`src/hw/rtl/lsb32_pkg.sv`:
```
// ----------------------------------------------------------------------------
// lsb32_pkg
// Types, character codes and the control store of the segment text encoder.
// ----------------------------------------------------------------------------
package lsb32_pkg;

  // ASCII codes of the fixed characters.
  localparam logic [7:0] CHAR_ZERO   = 8'h30;
  localparam logic [7:0] CHAR_LOWER_A = 8'h61;
  localparam logic [7:0] CHAR_MINUS  = 8'h2D;
  localparam logic [7:0] CHAR_SPACE  = 8'h20;
  localparam logic [7:0] CHAR_COMMA  = 8'h2C;

  // Bits of one base 32 digit and the number of coordinates of a segment.
  localparam int unsigned DIGIT_BITS = 5;
  localparam int unsigned NUM_COORDS = 4;

  // Datapath operations of one step.
  typedef enum logic [2:0] {
    OP_NONE,
    OP_ACCEPT,
    OP_LOAD,
    OP_SKIP,
    OP_DIGIT,
    OP_NEXT
  } op_e;

  // Character that a step sends out.
  typedef enum logic [2:0] {
    EMIT_NONE,
    EMIT_MINUS,
    EMIT_DIGIT,
    EMIT_SPACE,
    EMIT_COMMA
  } emit_e;

  // Jump conditions; when false the step counter moves on by one.
  typedef enum logic [2:0] {
    COND_NEVER,
    COND_ALWAYS,
    COND_NO_INPUT,
    COND_POSITIVE,
    COND_SKIP_MORE,
    COND_DIGIT_MORE,
    COND_LAST_COORD
  } cond_e;

  typedef logic [3:0] step_t;

  // Step addresses of the program.
  localparam step_t STEP_IDLE  = 4'd0;
  localparam step_t STEP_LOAD  = 4'd1;
  localparam step_t STEP_SIGN  = 4'd2;
  localparam step_t STEP_MINUS = 4'd3;
  localparam step_t STEP_SKIP  = 4'd4;
  localparam step_t STEP_DIGIT = 4'd5;
  localparam step_t STEP_SEP   = 4'd6;
  localparam step_t STEP_SPACE = 4'd7;
  localparam step_t STEP_COMMA = 4'd8;

  // One control word.
  typedef struct packed {
    op_e   op;
    emit_e emit;
    cond_e cond;
    step_t target;
  } ucode_t;

  // Status flags that the digit unit returns to the sequencer.
  typedef struct packed {
    logic neg;
    logic skip_more;
    logic digit_more;
  } digit_status_t;

  // The control store.
  function automatic ucode_t ucode_rom(input step_t step);
    ucode_t word;
    unique case (step)
      STEP_IDLE:  word = '{op: OP_ACCEPT, emit: EMIT_NONE,  cond: COND_NO_INPUT,
                           target: STEP_IDLE};
      STEP_LOAD:  word = '{op: OP_LOAD,   emit: EMIT_NONE,  cond: COND_NEVER,
                           target: STEP_IDLE};
      STEP_SIGN:  word = '{op: OP_NONE,   emit: EMIT_NONE,  cond: COND_POSITIVE,
                           target: STEP_SKIP};
      STEP_MINUS: word = '{op: OP_NONE,   emit: EMIT_MINUS, cond: COND_NEVER,
                           target: STEP_IDLE};
      STEP_SKIP:  word = '{op: OP_SKIP,   emit: EMIT_NONE,  cond: COND_SKIP_MORE,
                           target: STEP_SKIP};
      STEP_DIGIT: word = '{op: OP_DIGIT,  emit: EMIT_DIGIT, cond: COND_DIGIT_MORE,
                           target: STEP_DIGIT};
      STEP_SEP:   word = '{op: OP_NONE,   emit: EMIT_NONE,  cond: COND_LAST_COORD,
                           target: STEP_COMMA};
      STEP_SPACE: word = '{op: OP_NEXT,   emit: EMIT_SPACE, cond: COND_ALWAYS,
                           target: STEP_LOAD};
      STEP_COMMA: word = '{op: OP_NONE,   emit: EMIT_COMMA, cond: COND_ALWAYS,
                           target: STEP_IDLE};
      default:    word = '{op: OP_NONE,   emit: EMIT_NONE,  cond: COND_ALWAYS,
                           target: STEP_IDLE};
    endcase
    return word;
  endfunction

  // ASCII form of one base 32 digit: 0-9 then a-v.
  function automatic logic [7:0] digit_char(input logic [DIGIT_BITS-1:0] digit);
    logic [7:0] wide;
    wide = {3'b000, digit};
    if (digit < 5'd10) begin
      return CHAR_ZERO + wide;
    end
    return CHAR_LOWER_A + wide - 8'd10;
  endfunction

endpackage

```
`src/hw/rtl/lsb32_if.sv`:
```
// ----------------------------------------------------------------------------
// lsb32_if
// Valid/ready channels of the encoder: segment words in, character words out.
// ----------------------------------------------------------------------------
interface lsb32_seg_if #(
  parameter int unsigned COORD_WIDTH = 32
);
  logic                          valid;
  logic                          ready;
  logic signed [COORD_WIDTH-1:0] start_x;
  logic signed [COORD_WIDTH-1:0] start_y;
  logic signed [COORD_WIDTH-1:0] end_x;
  logic signed [COORD_WIDTH-1:0] end_y;

  modport source (output valid, start_x, start_y, end_x, end_y, input ready);
  modport sink   (input valid, start_x, start_y, end_x, end_y, output ready);
endinterface

interface lsb32_char_if;
  logic       valid;
  logic       ready;
  logic [7:0] text_char;
  logic       last_char;

  modport source (output valid, text_char, last_char, input ready);
  modport sink   (input valid, text_char, last_char, output ready);
endinterface

```
`src/hw/rtl/lsb32_digit_unit.sv`:
```
// ----------------------------------------------------------------------------
// lsb32_digit_unit
// Magnitude register that shifts out base 32 digits, most significant first.
// ----------------------------------------------------------------------------
module lsb32_digit_unit
  import lsb32_pkg::*;
#(
  parameter int unsigned COORD_WIDTH = 32
) (
  input  logic                   clk_i,
  input  logic                   rst_ni,
  input  op_e                    op_i,
  input  logic [COORD_WIDTH-1:0] coord_i,
  output digit_status_t          status_o,
  output logic [DIGIT_BITS-1:0]  digit_o
);

  localparam int unsigned NUM_DIGITS = (COORD_WIDTH + DIGIT_BITS - 1) / DIGIT_BITS;
  localparam int unsigned MAG_WIDTH  = NUM_DIGITS * DIGIT_BITS;
  localparam int unsigned CNT_WIDTH  = (NUM_DIGITS > 1) ? $clog2(NUM_DIGITS) : 1;
  localparam logic [CNT_WIDTH-1:0] LAST_CNT = CNT_WIDTH'(NUM_DIGITS - 1);

  logic [MAG_WIDTH-1:0]   mag_q, mag_d;
  logic [CNT_WIDTH-1:0]   cnt_q, cnt_d;
  logic                   neg_q, neg_d;
  logic [COORD_WIDTH-1:0] abs_val;
  logic                   coord_neg;
  logic                   last_digit;
  logic                   top_zero;

  // Magnitude of the coordinate; the most negative value wraps to itself,
  // which read unsigned is the right magnitude.
  assign coord_neg = coord_i[COORD_WIDTH-1];
  assign abs_val   = coord_neg ? (~coord_i + 1'b1) : coord_i;

  assign digit_o    = mag_q[MAG_WIDTH-1 -: DIGIT_BITS];
  assign top_zero   = (digit_o == '0);
  assign last_digit = (cnt_q == LAST_CNT);

  assign status_o.neg        = neg_q;
  assign status_o.skip_more  = top_zero && !last_digit;
  assign status_o.digit_more = !last_digit;

  // Load, then shift one digit per digit step, and per skip step while the top digit is zero and not the last.
  always_comb begin
    mag_d = mag_q;
    cnt_d = cnt_q;
    neg_d = neg_q;
    case (op_i)
      OP_LOAD: begin
        mag_d = MAG_WIDTH'(abs_val);
        cnt_d = '0;
        neg_d = coord_neg;
      end
      OP_SKIP: begin
        if (top_zero && !last_digit) begin
          mag_d = {mag_q[MAG_WIDTH-DIGIT_BITS-1:0], {DIGIT_BITS{1'b0}}};
          cnt_d = cnt_q + 1'b1;
        end
      end
      OP_DIGIT: begin
        mag_d = {mag_q[MAG_WIDTH-DIGIT_BITS-1:0], {DIGIT_BITS{1'b0}}};
        cnt_d = cnt_q + 1'b1;
      end
      default: begin
      end
    endcase
  end

  always_ff @(posedge clk_i or negedge rst_ni) begin
    if (!rst_ni) begin
      cnt_q <= '0;
      neg_q <= 1'b0;
    end else begin
      cnt_q <= cnt_d;
      neg_q <= neg_d;
    end
  end

  always_ff @(posedge clk_i) begin
    mag_q <= mag_d;
  end

endmodule

```
`src/hw/rtl/line_segment_base32_text_encoder.sv`:
```
// ----------------------------------------------------------------------------
// line_segment_base32_text_encoder
// Writes a line segment as text: four signed base 32 numbers and a comma.
// ----------------------------------------------------------------------------
// Usage: a segment word (start_x, start_y, end_x, end_y) is taken on in_if
// when valid and ready are both high; ready is high only while the sequencer
// waits at its idle step. The text leaves on out_if one character per word:
// an optional '-', the digits 0-9 and a-v without leading zeros, a space
// between numbers, and a closing ',' that carries last_char.
// A small control store steps the work; with D = ceil(COORD_WIDTH/5) digit
// slots each number runs through a load, a sign test, a '-' step when
// negative, D + 1 skip or digit steps, a separator test and a space or comma,
// and the idle step takes the next segment. The first character comes from
// the minus step when the first number is negative, otherwise from the first
// digit step once leading zeros are skipped.
// One output register holds the current character; when the receiver stalls,
// the step that would send the next character waits, and the sequencer
// stops with it. After the comma is sent the next segment may be accepted
// while the comma still waits. Reset returns the sequencer to idle and
// empties the output register.
// ----------------------------------------------------------------------------
module line_segment_base32_text_encoder
  import lsb32_pkg::*;
#(
  parameter int unsigned COORD_WIDTH = 32
) (
  input  logic    clk_i,
  input  logic    rst_ni,
  lsb32_seg_if.sink    in_if,
  lsb32_char_if.source out_if
);

  step_t                                   pc_q, pc_d;
  logic [1:0]                              idx_q, idx_d;
  logic [NUM_COORDS-1:0][COORD_WIDTH-1:0] coord_q;
  logic                                    out_valid_q, out_valid_d;
  logic [7:0]                              out_char_q, out_char_d;
  logic                                    out_last_q, out_last_d;

  ucode_t                  ctl;
  logic                    cond_true;
  logic                    out_free;
  logic                    advance;
  logic                    in_accept;
  op_e                     unit_op;
  digit_status_t           status;
  logic [DIGIT_BITS-1:0]   digit;
  logic [7:0]              emit_char;

  // Fetch and handshake.
  assign ctl       = ucode_rom(pc_q);
  assign in_if.ready = (pc_q == STEP_IDLE);
  assign in_accept = in_if.valid && in_if.ready;
  assign out_free  = !out_valid_q || out_if.ready;
  assign advance   = (ctl.emit == EMIT_NONE) || out_free;
  assign unit_op   = advance ? ctl.op : OP_NONE;

  // Jump condition of the current step.
  always_comb begin
    unique case (ctl.cond)
      COND_NEVER:      cond_true = 1'b0;
      COND_ALWAYS:     cond_true = 1'b1;
      COND_NO_INPUT:   cond_true = !in_if.valid;
      COND_POSITIVE:   cond_true = !status.neg;
      COND_SKIP_MORE:  cond_true = status.skip_more;
      COND_DIGIT_MORE: cond_true = status.digit_more;
      COND_LAST_COORD: cond_true = (idx_q == 2'(NUM_COORDS - 1));
      default:         cond_true = 1'b1;
    endcase
  end

  // Step counter and coordinate index.
  always_comb begin
    pc_d  = pc_q;
    idx_d = idx_q;
    if (advance) begin
      pc_d = cond_true ? ctl.target : pc_q + 1'b1;
      if (unit_op == OP_NEXT) begin
        idx_d = idx_q + 1'b1;
      end
      if (in_accept) begin
        idx_d = '0;
      end
    end
  end

  // Character chosen by the current step.
  always_comb begin
    unique case (ctl.emit)
      EMIT_MINUS: emit_char = CHAR_MINUS;
      EMIT_DIGIT: emit_char = digit_char(digit);
      EMIT_SPACE: emit_char = CHAR_SPACE;
      EMIT_COMMA: emit_char = CHAR_COMMA;
      default:    emit_char = CHAR_SPACE;
    endcase
  end

  // Output register.
  always_comb begin
    out_valid_d = out_valid_q;
    out_char_d  = out_char_q;
    out_last_d  = out_last_q;
    if (out_valid_q && out_if.ready) begin
      out_valid_d = 1'b0;
    end
    if (advance && (ctl.emit != EMIT_NONE)) begin
      out_valid_d = 1'b1;
      out_char_d  = emit_char;
      out_last_d  = (ctl.emit == EMIT_COMMA);
    end
  end

  always_ff @(posedge clk_i or negedge rst_ni) begin
    if (!rst_ni) begin
      pc_q        <= STEP_IDLE;
      idx_q       <= '0;
      out_valid_q <= 1'b0;
    end else begin
      pc_q        <= pc_d;
      idx_q       <= idx_d;
      out_valid_q <= out_valid_d;
    end
  end

  // Payload registers.
  always_ff @(posedge clk_i) begin
    out_char_q <= out_char_d;
    out_last_q <= out_last_d;
    if (in_accept) begin
      coord_q[0] <= in_if.start_x;
      coord_q[1] <= in_if.start_y;
      coord_q[2] <= in_if.end_x;
      coord_q[3] <= in_if.end_y;
    end
  end

  lsb32_digit_unit #(
    .COORD_WIDTH(COORD_WIDTH)
  ) u_digit_unit (
    .clk_i   (clk_i),
    .rst_ni  (rst_ni),
    .op_i    (unit_op),
    .coord_i (coord_q[idx_q]),
    .status_o(status),
    .digit_o (digit)
  );

  assign out_if.valid     = out_valid_q;
  assign out_if.text_char = out_char_q;
  assign out_if.last_char = out_last_q;

endmodule

```
`src/flat_wrapper.sv`:
```
// flat-port wrapper written by rule: the top's interface ports become plain ports
module line_segment_base32_text_encoder_flat import lsb32_pkg::*;
#(
  parameter int unsigned COORD_WIDTH = 32
)
  (clk_i, rst_ni, in_if_valid, in_if_start_x, in_if_start_y, in_if_end_x, in_if_end_y, in_if_ready, out_if_valid, out_if_text_char, out_if_last_char, out_if_ready);
  lsb32_seg_if #(.COORD_WIDTH(COORD_WIDTH)) in_if_i ();
  lsb32_char_if out_if_i ();
  input  logic clk_i;
  input  logic rst_ni;
  input wire logic [$bits(in_if_i.valid)-1:0] in_if_valid;
  input wire logic [$bits(in_if_i.start_x)-1:0] in_if_start_x;
  input wire logic [$bits(in_if_i.start_y)-1:0] in_if_start_y;
  input wire logic [$bits(in_if_i.end_x)-1:0] in_if_end_x;
  input wire logic [$bits(in_if_i.end_y)-1:0] in_if_end_y;
  output wire logic [$bits(in_if_i.ready)-1:0] in_if_ready;
  output wire logic [$bits(out_if_i.valid)-1:0] out_if_valid;
  output wire logic [$bits(out_if_i.text_char)-1:0] out_if_text_char;
  output wire logic [$bits(out_if_i.last_char)-1:0] out_if_last_char;
  input wire logic [$bits(out_if_i.ready)-1:0] out_if_ready;
  assign in_if_i.valid = in_if_valid;
  assign in_if_i.start_x = in_if_start_x;
  assign in_if_i.start_y = in_if_start_y;
  assign in_if_i.end_x = in_if_end_x;
  assign in_if_i.end_y = in_if_end_y;
  assign in_if_ready = in_if_i.ready;
  assign out_if_valid = out_if_i.valid;
  assign out_if_text_char = out_if_i.text_char;
  assign out_if_last_char = out_if_i.last_char;
  assign out_if_i.ready = out_if_ready;
  line_segment_base32_text_encoder #(.COORD_WIDTH(COORD_WIDTH)) u_core (.clk_i(clk_i), .rst_ni(rst_ni), .in_if(in_if_i), .out_if(out_if_i));
endmodule
```
`config.mk`:
```
export PLATFORM = sky130hd
export DESIGN_NAME = line_segment_base32_text_encoder_flat
export DESIGN_NICKNAME = d
export VERILOG_FILES = /design/src/hw/rtl/lsb32_pkg.sv /design/src/hw/rtl/lsb32_if.sv /design/src/hw/rtl/lsb32_digit_unit.sv /design/src/hw/rtl/line_segment_base32_text_encoder.sv /design/src/flat_wrapper.sv
export SDC_FILE = /design/constraint.sdc
export NUM_CORES = 1
export LEC_CHECK = 0
export BUFFER_PORTS_ARGS = -buffer_cell sky130_fd_sc_hd__clkbuf_2
export CORE_MARGIN = 4
export CORE_UTILIZATION = 45
export DETAILED_ROUTE_END_ITERATION = 10
export PLACE_DENSITY_LB_ADDON = 0.15
export SLEW_MARGIN = 0
export SYNTH_ARGS = -nofsm -noshare
export SYNTH_HDL_FRONTEND = slang
export SYNTH_SLANG_ARGS = --single-unit
export TNS_END_PERCENT = 50
```
`constraint.sdc`:
```
create_clock -name clk_i -period 8.7 [get_ports clk_i]
set_input_delay 1.74 -clock clk_i [delete_from_list [all_inputs] [get_ports clk_i]]
set_output_delay 1.74 -clock clk_i [all_outputs]
set_load 0.01 [all_outputs]
```
==> summary by stage <==
Power
Per report_power, the clock group accounts for 22.2% of the total. The leakage component of the power is 3.52 nW. The sequential share of power is 42.1%. The power density over cell area is 377 nW/um^2.

The switching part of the total power is 35.0%. Cell internal power was estimated by the tool at 2.35 mW. The maximum ir drop on the vdd rail is 0.185 mV.

The power share of the combinational group is 35.8%. The analysis attributes to net switching a power of 1.26 mW.

Clocking
Clock tree synthesis inserted a total of 17 buffers. The clock-pin slew on the worst setup and hold paths is 0.07 ns. The CTS tree is yes.

At the later pin of the worst-skew pair, clock insertion delay measures 0.43 ns. The number of sinks handled by clock tree synthesis is 182. The H-tree depth is 4. After clock tree synthesis, the flow added hold-fix buffers numbering 0. After clock tree synthesis, the repair step resized 0 gates. The cell at the root of the clock tree is sky130_fd_sc_hd__clkbuf_16. After clock tree synthesis, the setup repair step added 0 buffers. Counting along the longest clock path gives a buffer depth of 2.

STA
The remaining max-slew budget at the tightest pin is 24.4%. The highest clock rate is 250 MHz. The clock arrives with 0.0110 ns of skew.

The final sum of negative setup slack is 0 ns. Setup repair after global routing left no endpoint under its margin. The post-route minimum period is 4.00 ns.

Dividing the final minimum period by the clock period gives 46.0%. The final hold violation count came to 0. Once routing completed, OpenROAD measured the worst setup slack at 4.70 ns.

The final setup violation count is 0. The number of max-slew violations in the final report came to 0. At the pin with the least slew margin, the transition time is 1.13 ns.

Min path
The tightest min-delay check is of the flop to flop type. The worst hold path begins at u_core.u_digit_unit.mag_q[28]$_DFFE_PP_.

Setup path
The element type at the critical path start is a flop. Along the worst path, the maximum fanout reaches 20. The critical path launch point is u_core.idx_q[0]$_DFFE_PN0P_.

The type of destination of the critical path is a flop. The data required time at the worst endpoint is 8.85 ns. The critical register-to-register path startpoint is u_core.idx_q[0]$_DFFE_PN0P_.

The worst path arrival time is 4.15 ns. The worst setup path is of the flop to flop kind.

Global route
The initial antenna violation count is 0. Global routing finished with a remaining overflow of 0. The maximum number of pins on one net before global-route repair is 70.

Global routing consumed, over all layers together, 16.1% of the routing resources. The via count of the first global-routing pass is 4,997. The first-pass GRT wire length is 25.2 mm.

Finish
The final-layout fill cell count is 1,459. Summing all multi-input logic gate instances after layout gives 2510 um^2. The post-route netlist has 32.7% of its cells at a drive strength greater than 1. The signed area change from the synthesized netlist to the final layout is 18.4%. The final layout contains 810 nets.

Once layout is done, the placed cells without fillers occupy 9590 um^2. The storage element area is 5410 um^2. Measured on the finished design, the core utilization comes to 54.9%. The number of antenna diodes in the final layout is 0.

Synthesis
The most frequently used flop master after synthesis is sky130_fd_sc_hd__edfxtp_1. Counting flops and latches in the post-synthesis netlist gives 182. Of all flip-flops after synthesis, the portion carrying an async set or reset was 6.04%. The total standard cell area after synthesis is 8100 um^2. Synthesis produced a netlist with a net count of 672. By area the synthesized netlist is led by sky130_fd_sc_hd__edfxtp_1, sky130_fd_sc_hd__mux4_2, sky130_fd_sc_hd__dfrtp_1. The cell type with the highest aggregate area in the netlist is sky130_fd_sc_hd__edfxtp_1.

The number of synthesized flops with an enable pin is 171. In the synthesized netlist, the number of instances is 529. Each instance of the synthesized netlist takes up on average 15.3 um^2.

Sequential cells were found to cover 66.8% of the synthesized design area. The total of warnings raised by yosys is 0. The portion of synthesized cell area occupied by the leading cell type is 63.4%. In this run, distinct cell masters in the synthesized netlist total 57.

Route
In this run, the number of DRC markers left after iteration 0 of detailed routing was 325. The count of antenna-violating nets left after detailed routing is 0. The routed via count divided by cell count is 5.33.

The final wirelength is 15.6 mm. The detailed-route wire length per cell is 17.3 um. After detailed routing, the number of remaining DRC violations is 0. The number of vias in the routed layout is 4,820. The first-pass iteration count of the detailed router is 4.

Placement
The total of buffers placed on input and output ports is 141. The worst setup timing slack at the placement stage is 4.64 ns. The wire-length estimate of the detail-placed layout is 11.2 mm. The placed instances occupy a cell area of 8970 um^2. Routability-driven placement finished with a final weighted congestion of 0.846.

Die
The floorplan step set the die width to 142 um. The core area is 17,500 um^2. The number of rows in the core area is 48.

143 I/O pins were placed. The die area is 20,200 um^2. From bottom edge to top edge, the die measures 142 um. Once the floorplan was initialized, standard cells occupied 46.3% of the core.

Outcome
The flow ran to the end, and the final reports show no timing, DRC or antenna violations.

Job
Max-cap violations in this run came to 0.
critical path, stage by stage (launching register included):
cell,delay (ns)
sky130_fd_sc_hd__dfrtp_2,0.74
sky130_fd_sc_hd__buf_4,0.46
sky130_fd_sc_hd__mux4_2,0.61
sky130_fd_sc_hd__inv_1,0.11
sky130_fd_sc_hd__ha_1,0.17
sky130_fd_sc_hd__inv_1,0.07
sky130_fd_sc_hd__or4_1,0.57
sky130_fd_sc_hd__and4bb_1,0.51
sky130_fd_sc_hd__a41oi_1,0.19
sky130_fd_sc_hd__xnor2_1,0.21
sky130_fd_sc_hd__o21ai_1,0.08
Yosys cell counts, types with 5 or more instances:
cell type                  count
sky130_fd_sc_hd__nor2_1       38
sky130_fd_sc_hd__a21oi_1      19
sky130_fd_sc_hd__inv_1        12
sky130_fd_sc_hd__o21ai_1      26
sky130_fd_sc_hd__o21ai_0      19
sky130_fd_sc_hd__mux4_1        5
sky130_fd_sc_hd__o31ai_1       7
sky130_fd_sc_hd__edfxtp_1    171
sky130_fd_sc_hd__and2_1        8
sky130_fd_sc_hd__xnor2_1      13
sky130_fd_sc_hd__ha_1         11
sky130_fd_sc_hd__nand2_1      45
sky130_fd_sc_hd__xor2_1       18
sky130_fd_sc_hd__mux4_2       27
sky130_fd_sc_hd__dfrtp_1      11
sky130_fd_sc_hd__clkbuf_1     12
sky130_fd_sc_hd__nor4_1        5
sky130_fd_sc_hd__buf_2         5
sky130_fd_sc_hd__nand3_1       5
per-layer routing:
metal	global-route usage, %	vias to the layer above	share of wire [%]
met5	0	-	0
met4	5.81	0	1.9
met3	4.67	21	6.0
met2	25.3	141	48
met1	21.5	2338	44
li1	-	2320	-
logic make-up (layout without fill, tap and decap cells):
| kind of cell | Yosys count | after routing | synth area share (%) |
|---|---|---|---|
| buf+inv | 37 | 187 | 2.36 |
| mux | 40 | 40 | 10.2 |
| fa+ha+maj | 11 | 11 | 1.70 |
| simple gates | 131 | 131 | 8.35 |
| compound gates | 95 | 95 | 7.13 |
| flops | 182 | 182 | 66.8 |
| other cells | 2 | 2 | 0.0928 |
| xor+xnor | 31 | 31 | 3.35 |
area by class of cell:
cell class,instances,area share [%]
Clock buffer,17,4.44
Clock inverter,14,1.96
Inverter,12,0.470
Multi-Input combinational cell,310,26.2
Sequential cell,182,56.5
Tap cell,225,2.94
Timing Repair Buffer,144,7.59
final timing paths:
check / to / slack [ns] / cells after the start
worst max-delay path: u_core.u_digit_unit.mag_q[26]$_DFFE_PP_ / 4.70 / 10
worst min-delay path: u_core.u_digit_unit.mag_q[33]$_SDFFCE_PP0P_ / 0.52 / 1
worst max register to register: u_core.u_digit_unit.mag_q[26]$_DFFE_PP_ / 4.70 / 10
worst min register to register: u_core.u_digit_unit.mag_q[33]$_SDFFCE_PP0P_ / 0.52 / 1
max in group asynchronous: u_core.idx_q[0]$_DFFE_PN0P_ / 7.29 / 1
min in group asynchronous: u_core.out_if.valid$_DFFE_PN0P_ / 1.17 / 1
power by group through the flow:
stage	Clock (mW)	Combinational (mW)	Sequential (mW)
global route	0.860	1.44	1.55
CTS	0.820	1.31	1.53
floorplan	0	1.07	1.46
detailed placement	0	1.30	1.54
finish	0.801	1.29	1.52
global placement	0	1.27	1.53
registers in the layout (all words and copies together), names as in the netlist:
signal                     cells
u_core.out_if.last_char        1
u_core.out_if.text_char        7
u_core.u_digit_unit.cnt_q      3
u_core.u_digit_unit.neg_q      1
u_core.u_digit_unit.mag_q     35
u_core.coord_q               128
u_core.out_if.valid            1
u_core.pc_q                    4
u_core.idx_q                   2
per-stage QoR:
step           hold WS, ns  total power [mW]  instances
2_1_floorplan        0.495              2.53        529
3_3_place_gp         0.500              2.81        873
4_1_cts              0.525              3.65        904
6_report             0.520              3.61        904
3_5_place_dp         0.511              2.85        873
5_1_grt              0.550              3.85        904
layout by cell type (no fill, tap or decap), types with 3 or more instances in the layout:
cell	n
sky130_fd_sc_hd__a21oi_1	19
sky130_fd_sc_hd__mux2_2	4
sky130_fd_sc_hd__nor4_1	5
sky130_fd_sc_hd__a41oi_1	3
sky130_fd_sc_hd__nand2_1	45
sky130_fd_sc_hd__clkbuf_16	17
sky130_fd_sc_hd__nor2_1	38
sky130_fd_sc_hd__and2_1	7
sky130_fd_sc_hd__o211ai_1	3
sky130_fd_sc_hd__nand3_1	5
sky130_fd_sc_hd__o21ai_1	26
sky130_fd_sc_hd__bufinv_16	3
sky130_fd_sc_hd__inv_6	7
sky130_fd_sc_hd__mux4_1	5
sky130_fd_sc_hd__edfxtp_1	171
sky130_fd_sc_hd__o31ai_1	7
sky130_fd_sc_hd__dfrtp_1	9
sky130_fd_sc_hd__o21ai_0	19
sky130_fd_sc_hd__clkbuf_2	141
sky130_fd_sc_hd__or2_2	3
sky130_fd_sc_hd__mux4_2	27
sky130_fd_sc_hd__ha_1	11
sky130_fd_sc_hd__mux2i_1	4
sky130_fd_sc_hd__nand2b_1	4
sky130_fd_sc_hd__buf_4	3
sky130_fd_sc_hd__xor2_1	18
sky130_fd_sc_hd__or4_1	3
sky130_fd_sc_hd__inv_1	12
sky130_fd_sc_hd__xnor2_1	13
Power figures use the tool's default switching activity.
